**src/rtl/voxel_dag_ray_traversal_macros.svh**
```systemverilog
// Assertion helpers for the voxel DAG ray caster.
// Each macro expands to one labeled concurrent assertion with an active-low
// reset guard.
`ifndef VOXEL_DAG_RAY_TRAVERSAL_MACROS_SVH
`define VOXEL_DAG_RAY_TRAVERSAL_MACROS_SVH

// The consequent must hold in the same cycle as the antecedent.
`define VDAG_ASSERT_SAME(lbl, clk, rst_n, ante, cons) \
    lbl: assert property (@(posedge clk) disable iff (!rst_n) (ante) |-> (cons)) \
        else $error("vdag: same-cycle check failed");

// The consequent must hold in the cycle after the antecedent.
`define VDAG_ASSERT_NEXT(lbl, clk, rst_n, ante, cons) \
    lbl: assert property (@(posedge clk) disable iff (!rst_n) (ante) |=> (cons)) \
        else $error("vdag: next-cycle check failed");

`endif

```
**src/rtl/vdag_pkg.sv**
```systemverilog
`default_nettype none

package vdag_pkg;

    // Memory and stack geometry.
    localparam int NODE_AW   = 16;
    localparam int LEAF_AW   = 12;
    localparam int MAX_DEPTH = 12;
    localparam int SP_W      = 4;

    // Time values: signed, wide enough for +-(2^32 - 1) and the infinite mark 2^32.
    localparam int TW = 34;
    // Cell centers and half sizes stay within 2^28.
    localparam int CW = 30;
    localparam int HW = 29;

    // Cycles from a stable plane select to a valid ray time.
    localparam int TM_LAT = 5;

    localparam int CFG_IW = 1;
    localparam logic [CFG_IW-1:0] CFG_TREE_DEPTH = 1'b0;
    localparam logic [CFG_IW-1:0] CFG_ROOT_ADDR  = 1'b1;

    localparam logic [1:0] CMD_WR_NODE = 2'd0;
    localparam logic [1:0] CMD_WR_LEAF = 2'd1;
    localparam logic [1:0] CMD_TRACE   = 2'd2;

    localparam logic signed [TW-1:0] T_INF = 34'sh1_0000_0000;

    typedef logic signed [TW-1:0] t_time;

    typedef enum logic [1:0] {
        PL_NEG_HALF,
        PL_POS_HALF,
        PL_CENTER
    } t_plane;

    // Commands from the controller to the datapath.
    typedef struct packed {
        logic       ld_ray;
        logic       wr_node;
        logic       wr_leaf;
        t_plane     plane;
        logic [1:0] axis;
        logic       root_t0;
        logic       root_t1;
        logic       cell_t;
        logic       rd_desc;
        logic       rd_child;
        logic       rd_leaf;
        logic       push;
        logic       adv;
        logic       pop_rd;
        logic       pop_ld;
        logic       out_ld;
        logic       out_hit;
    } t_cmd;

    // Status from the datapath to the controller.
    typedef struct packed {
        logic depth_gt1;
        logic miss_root;
        logic chunk_valid;
        logic leaf_bit;
        logic beyond_exit;
        logic sp_zero;
        logic sp_full;
        logic out_free;
    } t_sts;

endpackage

`default_nettype wire

```
**src/rtl/vdag_ctrl.sv**
```systemverilog
`default_nettype none

module vdag_ctrl (
    input  wire logic            i_clk,
    input  wire logic            i_rst_n,
    input  wire logic            i_in_valid,
    input  wire logic [1:0]      i_in_cmd,
    output logic                 o_in_ready,
    output vdag_pkg::t_cmd       o_cmd,
    input  wire vdag_pkg::t_sts  i_sts
);
    import vdag_pkg::*;

    typedef enum logic [3:0] {
        S_IDLE,
        S_ROOT0,
        S_ROOT1,
        S_ROOTCHK,
        S_CELL,
        S_LOOP,
        S_DESC,
        S_CHILD,
        S_LEAF,
        S_ADV,
        S_POP,
        S_OUT
    } t_state;

    t_state     r_state, n_state;
    logic [1:0] r_axis, n_axis;
    logic [2:0] r_cnt, n_cnt;
    logic       r_res_hit, n_res_hit;
    logic       w_tm_done;

    assign o_in_ready = (r_state == S_IDLE);
    assign w_tm_done  = (r_cnt == 3'(TM_LAT));

    // Next state and command decode.
    always_comb begin
        n_state   = r_state;
        n_axis    = r_axis;
        n_cnt     = r_cnt;
        n_res_hit = r_res_hit;
        o_cmd       = '0;
        o_cmd.plane = PL_CENTER;
        o_cmd.axis  = r_axis;
        case (r_state)
            S_IDLE: begin
                if (i_in_valid) begin
                    n_res_hit = 1'b0;
                    n_state   = S_OUT;
                    case (i_in_cmd)
                        CMD_WR_NODE: o_cmd.wr_node = 1'b1;
                        CMD_WR_LEAF: o_cmd.wr_leaf = 1'b1;
                        CMD_TRACE: begin
                            o_cmd.ld_ray = 1'b1;
                            n_axis  = 2'd0;
                            n_cnt   = 3'd0;
                            n_state = S_ROOT0;
                        end
                        default: n_state = S_OUT;
                    endcase
                end
            end
            S_ROOT0, S_ROOT1, S_CELL: begin
                case (r_state)
                    S_ROOT0: o_cmd.plane = PL_NEG_HALF;
                    S_ROOT1: o_cmd.plane = PL_POS_HALF;
                    default: o_cmd.plane = PL_CENTER;
                endcase
                if (w_tm_done) begin
                    n_cnt = 3'd0;
                    case (r_state)
                        S_ROOT0: o_cmd.root_t0 = 1'b1;
                        S_ROOT1: o_cmd.root_t1 = 1'b1;
                        default: o_cmd.cell_t  = 1'b1;
                    endcase
                    if (r_axis == 2'd2) begin
                        n_axis = 2'd0;
                        case (r_state)
                            S_ROOT0: n_state = S_ROOT1;
                            S_ROOT1: n_state = S_ROOTCHK;
                            default: n_state = S_LOOP;
                        endcase
                    end else begin
                        n_axis = r_axis + 2'd1;
                    end
                end else begin
                    n_cnt = r_cnt + 3'd1;
                end
            end
            S_ROOTCHK: begin
                if (i_sts.miss_root) begin
                    n_res_hit = 1'b0;
                    n_state   = S_OUT;
                end else begin
                    n_axis  = 2'd0;
                    n_cnt   = 3'd0;
                    n_state = S_CELL;
                end
            end
            S_LOOP: begin
                if (i_sts.depth_gt1) begin
                    o_cmd.rd_desc = 1'b1;
                    n_state = S_DESC;
                end else begin
                    o_cmd.rd_leaf = 1'b1;
                    n_state = S_LEAF;
                end
            end
            S_DESC: begin
                if (i_sts.chunk_valid) begin
                    o_cmd.rd_child = 1'b1;
                    n_state = S_CHILD;
                end else begin
                    n_state = S_ADV;
                end
            end
            S_CHILD: begin
                if (!i_sts.sp_full) begin
                    o_cmd.push = 1'b1;
                    n_axis  = 2'd0;
                    n_cnt   = 3'd0;
                    n_state = S_CELL;
                end else begin
                    n_state = S_ADV;
                end
            end
            S_LEAF: begin
                if (i_sts.leaf_bit) begin
                    n_res_hit = 1'b1;
                    n_state   = S_OUT;
                end else begin
                    n_state = S_ADV;
                end
            end
            S_ADV: begin
                if (i_sts.beyond_exit) begin
                    if (i_sts.sp_zero) begin
                        n_res_hit = 1'b0;
                        n_state   = S_OUT;
                    end else begin
                        o_cmd.pop_rd = 1'b1;
                        n_state = S_POP;
                    end
                end else begin
                    o_cmd.adv = 1'b1;
                    n_state = S_LOOP;
                end
            end
            S_POP: begin
                o_cmd.pop_ld = 1'b1;
                n_state = S_ADV;
            end
            S_OUT: begin
                if (i_sts.out_free) begin
                    o_cmd.out_ld  = 1'b1;
                    o_cmd.out_hit = r_res_hit;
                    n_state = S_IDLE;
                end
            end
            default: n_state = S_IDLE;
        endcase
    end

    // State and registered control.
    always_ff @(posedge i_clk) begin
        if (!i_rst_n) begin
            r_state   <= S_IDLE;
            r_axis    <= 2'd0;
            r_cnt     <= 3'd0;
            r_res_hit <= 1'b0;
        end else begin
            r_state   <= n_state;
            r_axis    <= n_axis;
            r_cnt     <= n_cnt;
            r_res_hit <= n_res_hit;
        end
    end

endmodule

`default_nettype wire

```
**config.mk**
```make
export PLATFORM = sky130hd
export DESIGN_NAME = vdag_ctrl
export DESIGN_NICKNAME = d
export VERILOG_FILES = /design/src/rtl/voxel_dag_ray_traversal_macros.svh /design/src/rtl/vdag_pkg.sv /design/src/rtl/vdag_ctrl.sv
export SDC_FILE = /design/constraint.sdc
export NUM_CORES = 1
export LEC_CHECK = 0
export BUFFER_PORTS_ARGS = -buffer_cell sky130_fd_sc_hd__buf_2
export CORE_MARGIN = 1
export CORE_UTILIZATION = 48
export CTS_BUF_LIST = sky130_fd_sc_hd__clkbuf_8
export DETAILED_ROUTE_END_ITERATION = 8
export GPL_TIMING_DRIVEN = 0
export HOLD_SLACK_MARGIN = 0.12
export PLACE_DENSITY_LB_ADDON = 0.3
export SYNTH_ARGS = -nofsm -noshare
export SYNTH_HDL_FRONTEND = slang
export SYNTH_SLANG_ARGS = --single-unit
```
**constraint.sdc**
```tcl
create_clock -name i_clk -period 2.1 [get_ports i_clk]
set_input_delay 0.42 -clock i_clk [delete_from_list [all_inputs] [get_ports i_clk]]
set_output_delay 0.42 -clock i_clk [all_outputs]
set_load 0.005 [all_outputs]
```
# [After elaboration in Yosys (flattened, before gate mapping)]
# Index checks and enable logic that the tools add are counted.
[word_totals] in_bits=13 ff_bits=10 out_inout_bits=20 elab_cells=102
[classes] reduce_logical=10 n_mux=60 n_eq_ne=26 n_addsub=2
[ops] operator="2-to-1 mux 4 bit" count=10
[ops] operator="one-hot mux 4 bit (10 select lines)" count=1
[ops] operator="2-to-1 mux 3 bit" count=9
[ops] operator="2-to-1 mux 1 bit" count=24
[ops] operator="2-to-1 mux 2 bit" count=11
[ops] operator="!= test 2 bit (second input constant)" count=10
[ops] operator="equality test 4 x 3 -> 1 bit (second input constant)" count=4
[ops] operator="equality test 4 bit (second input constant)" count=4
[ops] operator="one-hot mux 3 bit (4 select lines)" count=1
[ops] operator="AND reduction 6 bit" count=2
[ops] operator="equality test 4 x 2 -> 1 bit (second input constant)" count=2
[ops] operator="one-hot mux 2 bit (4 select lines)" count=1
[ops] operator="nonzero test 4 bit" count=2
[ops] operator="one-hot mux 3 bit (2 select lines)" count=1
[ops] operator="AND reduction 5 bit" count=1
[ops] operator="equality test 2 bit (second input constant)" count=2
[ops] operator="equality test 4 x 1 -> 1 bit (second input constant)" count=1
[ops] operator="zero test 4 bit" count=1
[ops] operator="one-hot mux 1 bit (4 select lines)" count=1
[ops] operator="one-hot mux 2 bit (2 select lines)" count=1
[ops] operator="AND reduction 4 bit" count=1
[ops] operator="adder 3 x 1 -> 3 bit (second input constant)" count=1
[ops] operator="equality test 3 bit (second input constant)" count=1
[ops] operator="OR reduction 3 bit" count=1
[ops] operator="5 further kinds" count=5

# [Depth between registers and ports, before layout]
# Gate-level depths: netlist of the first run.
[depth] ltp_word=5 depth_mapped=6 mapped_depth_nobuf=4

# [Least setup slack after synthesis of the first run]
# Ideal clock, no wire load.
[synth_path] kind="register to output" start="register r_state[0]" end="output o_cmd[11] in the netlist's numbering" t_arrival_ns=1.337 setup_slack_ns=0.343 stages_incl_launch_ff=6 n_path_buf=3 t_required_ns=1.680 path_cell_list="dfxtp_1 -> buf_2 -> buf_2 -> buf_2 -> nand2_1 -> nor4_1"
[synth_rtl] element="from (decl)" line="vdag_ctrl.sv:29" source="t_state r_state, n_state;"
[synth_rtl] element="from (signal assigned)" line="vdag_ctrl.sv:174" source="r_state <= n_state;"
[synth_rtl] element="to (decl)" line="vdag_ctrl.sv:9" source="output vdag_pkg::t_cmd o_cmd,"

==> results of run 1 <==
## path summary, 6_finish.rpt
path,from,to,slack (ns),cells past startpoint
max,r_state[3],o_cmd[11],0.11,6
min,r_cnt[2],r_cnt[2],0.48,2
max reg2reg,r_state[1],r_state[0],0.24,5
min reg2reg,r_cnt[2],r_cnt[2],0.48,2
## routing by layer
metal | vias up | GRT usage, %
li1 | 595 | -
met1 | 564 | 40.36
met2 | 65 | 45.95
met3 | 2 | 6.038
met4 | 0 | 3.333
met5 | - | 0
## sequential cells by signal, indices dropped and copies added (netlist names)
name	cells
r_state	4
r_res_hit	1
r_axis	2
r_cnt	3
## cells by family (layout without fill, tap and decap cells)
kind of cell           after synthesis  after routing  synth area share [%]
AND/OR/NAND/NOR                     68             68                 40.82
AO/OA/AOI/OAI                       38             38                 25.97
buffers and inverters               18             51                 8.489
flip-flops                          10             10                 19.97
multiplexers                         3              3                 2.996
XOR/XNOR                             2              2                 1.748
## cells in the final DEF, fill, tap and decap left out, types with 4 or more instances in the layout
cell type	netlist	layout
nor2_1	5	5
inv_1	6	6
a21oi_1	5	5
a31oi_1	4	4
nand2b_1	9	9
clkbuf_8	0	4
nand3_1	4	4
buf_2	8	33
o21ai_0	8	8
dfxtp_1	10	9
nand3b_1	6	6
nor3_1	7	7
nand2_1	10	9
nor4_1	7	5
## layout make-up
cell class / count / area (µm²)
Multi-Input combinational cell: 111 / 732.0
Fill cell: 197 / 690.7
Sequential cell: 10 / 201.4
Timing Repair Buffer: 31 / 155.1
Buffer: 10 / 71.32
Clock buffer: 4 / 55.05
Tap cell: 27 / 33.78
Inverter: 6 / 22.52
## worst register-to-register path: stages (launching register included)
cell and delay (ns):
dfxtp_1 0.32, buf_4 0.17, o21a_1 0.20, a211o_1 0.32, o21ai_0 0.44, mux2i_1 0.31
## power breakdown
group	switching [mW]	leakage [nW]	internal (mW)
combinational	0.544	0.413	0.369
sequential	0.0304	0.0818	0.232
clock	0.0716	0.0288	0.164
## per-stage QoR
stage	hold slack, ns	area, µm²	power (mW)
global route	0.4940	1271	1.510
global placement	0.4706	1191	1.099
CTS	0.4778	1246	1.368
finish	0.4818	1271	1.412
floorplan	0.4551	1002	0.8883
detailed placement	0.4711	1191	1.126
==> metrics.txt, run 1 <==
first-pass GRT wire length ~4600 µm; Boundary Pins 33; post-synthesis cell type count 47; Worst setup SP type flop; die height around 48 µm; Synth area leaders dfxtp_1 20%, nand2b_1 5.6%, nand3b_1 4.5%; Syn Inst Count between 100 and 150; Setup TNS 0 ns; Post-CTS Hold Buffers 0; CP Class reg -> out; Residual DRC 0; Longest Clk Path Bufs 2; final net count approximately 190; Clk pin slew, worst setup/hold paths roughly 0.05 ns; Critical Path, Cell by Cell buf_2, clkbuf_2, inv_1, nand2_2, nor4_2, buf_2; Commonest cells post-synth 10 x dfxtp_1, 10 x nand2_1, 9 x nand2b_1, 8 x buf_2, 8 x o21ai_0; worst hold path type reg -> reg; H-tree depth 1; Initial Util 51.08%; Critical path buffers and inverters 4; Arrival @ worst endpoint roughly 1.6 ns; via count about 1200; ant diodes 0; synthesized cell area around 1000 µm²; RSZ-0062 raised after global routing yes; vias in the first global route between 1000 and 1500; row count 16; final weighted congestion in routability-driven placement around 0.95; Detailed Place HPWL approximately 2300 µm; minimum clock period just under 2 ns; dpl cells between 150 and 200; fin. max-slew vios 0; CTS tree yes; YS warnings 0; CP max FO 10; dominant synthesized flop cell dfxtp_1; Final setup viols 0; pre-CTS setup slack -0.05710 ns; Iter 0 DRT Violations 86; VDD IR max roughly 0.67 mV; Port Buf Inserts 31; DR vias/cell approximately 6; nature of the critical path endpoint output pin; slowest CP cell dfxtp_1; grt ovf 0; fraction of registers with async set or reset after synthesis 0%; Pre-antenna DRT Iters 4; drt total wl between 2000 and 3000 µm; FF+latch count, synth 10; status complete, no violations; initial antenna violation count 0; Post-DRT Antenna Nets 0; Setup Skew 0.002497 ns; total CTS buffers 3; cell taking the most area after synthesis dfxtp_1; Total Routing Usage GR roughly 29%; drt wl/cell 14.92 µm; final hold violations 0; clk_lat worst skew between 0.2 and 0.25 ns; EDFF count, synth 0; final std cells w/o fill about 200; Achievable Freq a little over 500 MHz; die area approximately 2300 µm²; syn_area_per_cell 7.210 µm²; Mapped Nets 152; largest net degree at the start of global routing 20; Met1 Routed Length between 1000 and 1500 µm; kind of cell adding the most delay to the critical path buffers and inverters; post-synth top area share approximately a fifth; PwrDens ~1100 nW/µm²; # clock sinks 10; Root Driver clkbuf_8; post-cts resize count 4; met2 routed WL 1394 µm; uppermost routed layer met4; CP dominant cell by count buf_2; DR WL met3 between 200 and 250 µm; Critical Path RT 1.68 ns; Area growth, synth to finish 26.84%; share of cells above drive strength 1 28.49%; final core occ between 60 and 70%; postcts setup bufs 0; final worst slack roughly 0.11 ns; Core Box Area 1962 µm²; Tcrit/Tclk final between 90 and 100%; CP peak stage delay a little under 0.3 ns; Slew headroom 57.49%; MaxCap Viol Count 0; Lkg Pwr ~0.52 nW; Die W approximately 48 µm; sequential share of the synthesized area between 10% and 20%; Worst Max-Slew Pin Slew around 0.63 ns
Note: power is estimated with default switching activity, not from simulation.
==> inputs of run 2 (changes only) <==
Settings changed: RECOVER_POWER from default to 25.
==> run 2 against run 1 <==
Compared with the run above: global-route usage is the same; cell count is the same; worst hold slack is the same; highest routed layer unchanged; critical path type unchanged.
==> metrics.txt, run 2 (same netlist as run 1, synthesis figures left out) <==
status complete, no violations; CTS tree yes; initial antenna violation count 0; total CTS buffers 3; Post-DRT Antenna Nets 0; Die W roughly 48 µm; row count 16; grt ovf 0; final hold violations 0; Total Routing Usage GR approximately 29%; CP Class reg -> out; Post-CTS Hold Buffers 0; CP peak stage delay approximately 0.29 ns; final net count about 190; Critical Path RT 1.68 ns; CP max FO 10; Gate power share about two thirds; switching share of power a little under half; Tcrit/Tclk final a little over nine tenths; ant diodes 0; RSZ-0062 raised after global routing yes; sequential share of power between 10% and 20%; final weighted congestion in routability-driven placement 0.9485; Setup TNS 0 ns; kind of cell adding the most delay to the critical path buffers and inverters; DR vias/cell between 6 and 7; Worst setup SP type flop; MaxCap Viol Count 0; Arrival @ worst endpoint 1.57 ns; slowest CP cell dfxtp_1; P_int approximately 770 µW; fin. max-slew vios 0; Root Driver clkbuf_8; PwrDens between 1000 and 1500 nW/µm²; commonest cells after routing, fill and taps aside 31 x buf_2, 9 x nand2b_1, 9 x nand2_1, 9 x dfxtp_1, 8 x o21ai_0; RR Startpoint r_state[1]; Critical Path, Cell by Cell buf_2, clkbuf_2, inv_1, nand2_2, nor4_2, buf_2; most common cell after layout, fill and taps aside buf_2; Residual DRC 0; nature of the critical path endpoint output pin; Iter 0 DRT Violations 86; Detailed Place HPWL between 2000 and 2500 µm; clk_lat worst skew 0.23 ns; FF+latch area between 200 and 250 µm²; Initial Util 51.08%; H-tree depth 1; P_sw approximately 650 µW; Final setup viols 0; Hold Crit Start r_cnt[2]; worst setup path startpoint r_state[3]; post-cts resize count 4; Slew headroom 57.49%; Pre-antenna DRT Iters 4; max FFs per register 4; Largest Register r_state; drt wl/cell about 15 µm; Worst Max-Slew Pin Slew ~0.63 ns; VDD IR max 0.6696 mV; Achievable Freq 502.9 MHz; biggest regs r_state x4, r_cnt x3, r_axis x2; Area growth, synth to finish 26.59%; first-pass GRT wire length between 4000 and 5000 µm; multi-input logic area about 730 µm²; clock group share of total power between 10% and 20%; die height between 40 and 50 µm; Boundary Pins 33; Longest Clk Path Bufs 2; vias in the first global route just over 1000; share of cells above drive strength 1 a little over a quarter; CP dominant cell by count buf_2; minimum clock period between 1.5 and 2 ns; worst hold path type reg -> reg; postcts setup bufs 0; # fillers slightly below 200; Tot Pwr roughly 1.4 mW; via count approximately 1200; Setup Skew roughly 0.0025 ns; die area between 2000 and 2500 µm²; Lkg Pwr approximately 0.51 nW; Core Box Area between 1500 and 2000 µm²; Critical path buffers and inverters 4; Clk pin slew, worst setup/hold paths 0.05 ns; drt total wl a little under 3000 µm; largest net degree at the start of global routing 20; # clock sinks 10; Port Buf Inserts 31
-- run 2: changes by cell type in the layout (fill, tap and decap cells not counted) --
cell and change:
buf_2 -2, clkbuf_1 +2
-- run 2: metrics by stage --
stage / hold slack (ns) / cell area [µm²] / utilization [%] / setup slack [ns] / instances
floorplan: 0.4551 / 1002 / - / 0.3427 / 139
global placement: 0.4706 / 1191 / 60.71 / 0.02692 / 197
detailed placement: 0.4711 / 1191 / 60.71 / -0.05710 / 197
CTS: 0.4778 / 1246 / 63.52 / 0.009901 / 199
global route: 0.4940 / 1269 / 64.67 / -0.003133 / 199
finish: 0.4818 / 1269 / 64.67 / 0.1116 / 199
-- run 2: layout make-up --
cell class | count | area share (%)
buffer | 10 | 5.621
inverter | 6 | 1.775
sequential | 10 | 15.88
clock buffer | 4 | 4.339
timing repair buffer | 31 | 12.03
tap | 27 | 2.663
multi-input combinational | 111 | 57.69
-- run 2: path summary, 6_finish.rpt --
| kind | to | slack, ns | cells past startpoint |
|---|---|---|---|
| max | o_cmd[11] | 0.11 | 6 |
| max reg2reg | r_state[0] | 0.24 | 5 |
| min reg2reg | r_cnt[2] | 0.48 | 2 |
| min | r_cnt[2] | 0.48 | 2 |
-- run 2: per-layer routing --
layer | vias to the layer above | wire length [µm] | share of wire [%] | global-route usage, %
li1 | 595 | - | - | -
met3 | 2 | 232 | 7.8 | 6.038
met5 | - | 0 | 0 | 0
met2 | 65 | 1393 | 47 | 45.95
met1 | 564 | 1328 | 45 | 40.36
met4 | 0 | 17 | 0.57 | 3.333
-- run 2: worst min-delay path, delay by kind of cell (launching register included) --
kind / cells / cell delay, ns
DFF: 1 / 0.31
and+or+nand+nor: 1 / 0.06
AOI/OAI and AO/OA: 1 / 0.06
-- run 2: power by group through the flow --
stage          sequential, mW  clock (mW)  combinational (mW)
3_5_place_dp            0.262           0               0.863
4_1_cts                 0.259       0.241               0.868
6_report                0.263       0.236               0.913
2_1_floorplan           0.254           0               0.634
5_1_grt                 0.267       0.252               0.991
3_3_place_gp            0.259           0               0.840
==> inputs of run 3 (changes only) <==
Settings changed: ABC_AREA from default to 1.
==> run 3 against run 2 <==
Compared with the run above: routed wire length is 25% lower; core utilization is 0.13 points lower; clock skew hardly changed; non-clock buffer count is 9 lower; clock-buffer cell count shrank 1; first-iteration DRC count down 66%; flip-flop and latch count unchanged; cell count rose by 14%; largest power group unchanged.
==> metrics.txt, run 3 <==
vias in the first global route around 870; Core Box Area 1764 µm²; via count around 1100; H-tree depth 1; clock group share of total power about 14%; Iter 0 DRT Violations 29; reg-to-reg setup timing slack roughly 0.44 ns; Detailed Place HPWL roughly 1900 µm; Worst setup SP type flop; post-synth top area share between 20% and 30%; Clk pin slew, worst setup/hold paths 0.04 ns; Tcrit/Tclk final 85.15%; worst hold path type in -> reg; # clock sinks 10; dpl cells 223; minimum clock period around 1.8 ns; postcts setup bufs 0; CP peak stage delay ~0.37 ns; Final setup viols 0; slowest CP cell dfxtp_1; most common cell after layout, fill and taps aside nand2_1; EDFF count, synth 0; initial antenna violation count 0; Critical Path RT 1.68 ns; Lkg Pwr just under 0.7 nW; Commonest cells post-synth 49 x nand2_1, 28 x inv_1, 25 x nor2_1, 15 x nand3_1, 10 x dfxtp_1; Mapped Nets around 180; Arrival @ worst endpoint between 1 and 1.5 ns; clk_lat worst skew approximately 0.24 ns; share of cells above drive strength 1 25.37%; final hold violations 0; RR Startpoint r_state[1]; Post-CTS Hold Buffers 0; first-pass GRT wire length around 3400 µm; Finished Cell Area roughly 1100 µm²; Residual DRC 0; RSZ-0062 raised after global routing no; reg2reg path depth 9; fraction of registers with async set or reset after synthesis 0%; Longest Clk Path Bufs 2; Critical Path, Cell by Cell nor2_2, nand2_2, nor4_1, buf_2; P_int 681.5 µW; ant diodes 0; switching share of power between 50% and 60%; WHS Endpoint r_axis[1]; syn_area_per_cell approximately 5.5 µm²; commonest cells after routing, fill and taps aside 50 x nand2_1, 32 x buf_2, 29 x inv_1, 25 x nor2_1, 16 x nand3_1; Total Routing Usage GR 23.00%; sequential share of the synthesized area 21.74%; post-cts resize count 0; CP max FO 6; Post-DRT Antenna Nets 0; DR vias/cell roughly 5; CP Class reg -> out; cell taking the most area after synthesis dfxtp_1; YS warnings 0; MaxCap Viol Count 0; Setup TNS 0 ns; Area after DPL ~1100 µm²; total CTS buffers 3; Pre-antenna DRT Iters 4; biggest regs r_state x4, r_cnt x3, r_axis x2; status complete, no violations; Gate power share between 60% and 70%; final std cells w/o fill approximately 230; fin. max-slew vios 0; Largest Register r_state; drt total wl 2241 µm; P_sw between 600 and 700 µW; drt wl/cell 9.916 µm; max FFs per register 4; Port Buf Inserts 32; VDD IR max between 0.6 and 0.7 mV; largest net degree at the start of global routing 10; Area growth, synth to finish 23.64%; Tot Pwr 1.368 mW; CTS tree yes; grt ovf 0; final net count roughly 220; Syn Inst Count between 150 and 200; die height around 46 µm; Initial Util 52.20%; Synth area leaders dfxtp_1 22%, nand2_1 20%, inv_1 11%; nature of the critical path endpoint output pin; Hold Crit Start i_rst_n; RR Endpoint r_axis[0]; post-synthesis cell type count 21; # fillers 189; final weighted congestion in routability-driven placement about 0.85; Worst Max-Slew Pin Slew 0.3809 ns; Slew headroom between 70% and 80%; dominant synthesized flop cell dfxtp_1; row count 15; most frequent cell after synthesis nand2_1; Achievable Freq 559.3 MHz; FF+latch count, synth 10; PwrDens between 1000 and 1500 nW/µm²; Boundary Pins 33; hold depth 3; Die W ~46 µm; Root Driver clkbuf_8; Min Hold Slack 0.4273 ns; synthesized cell area a little over 900 µm²; die area 2098 µm²; sequential share of power 23.0%; Setup Skew roughly 0.0027 ns
## run 3: cell count changes in the layout (fill, tap and decap cells not counted), moves of 5 or more
cell / previous run / this run
o21ai_0: 8 / 2
nor2_1: 5 / 25
nand2b_1: 9 / 0
inv_1: 6 / 29
nor2_2: 0 / 5
nand2_1: 9 / 50
nand3_1: 4 / 16
## run 3: worst max path at each step
stage                from        end  cells past startpoint
2_1_floorplan  r_state[0]  o_cmd[16]                      3
3_3_place_gp   r_state[1]  o_cmd[10]                      5
3_5_place_dp   r_state[0]  o_cmd[16]                      4
4_1_cts        r_state[0]  o_cmd[16]                      4
5_1_grt        r_state[0]  o_cmd[16]                      4
6_report       r_state[0]  o_cmd[16]                      4
## run 3: through the flow
step                      util, %  worst slack, ns
after floorplan                 -           0.7773
after global placement      63.05           0.5641
after detailed placement    63.05           0.5698
after CTS                   65.39           0.3129
after global routing        64.54           0.2053
final                       64.54           0.3119
## run 3: cell families after synthesis
family / Yosys count / share of synthesized area (%)
simple gates: 115 / 59.24
buf+inv: 30 / 12.23
compound gates: 10 / 5.842
flops: 10 / 21.74
xor+xnor: 1 / 0.9513
## run 3: power by group through the flow
| stage | Sequential (mW) | Combinational (mW) | Clock (mW) |
|---|---|---|---|
| 2_1_floorplan | 0.309 | 0.682 | 0 |
| 3_3_place_gp | 0.315 | 0.862 | 0 |
| 3_5_place_dp | 0.317 | 0.885 | 0 |
| 4_1_cts | 0.314 | 0.886 | 0.204 |
| 5_1_grt | 0.322 | 0.991 | 0.208 |
| 6_report | 0.314 | 0.858 | 0.196 |
## run 3: worst max-delay path, delay by kind of cell, from the launching register on
kind / cells / cell delay [ns]
buffers and inverters: 1 / 0.15
AND/OR/NAND/NOR: 3 / 0.61
flip-flops: 1 / 0.37
## run 3: area by class of cell
| type | count | area (µm²) | area share (%) |
|---|---|---|---|
| Multi-Input combinational cell | 126 | 593.1 | 52.09 |
| Sequential cell | 10 | 200.2 | 17.58 |
| Timing Repair Buffer | 32 | 160.2 | 14.07 |
| Inverter | 30 | 112.6 | 9.890 |
| Clock buffer | 3 | 41.29 | 3.626 |
| Tap cell | 25 | 31.28 | 2.747 |
## run 3: per-layer routing
layer,GRT usage [%],share of wire (%),up-vias
li1,-,-,587
met1,26.25,42,475
met2,42.29,51,32
met3,1.190,4.6,5
met4,12.35,2.1,0
met5,0,0,-
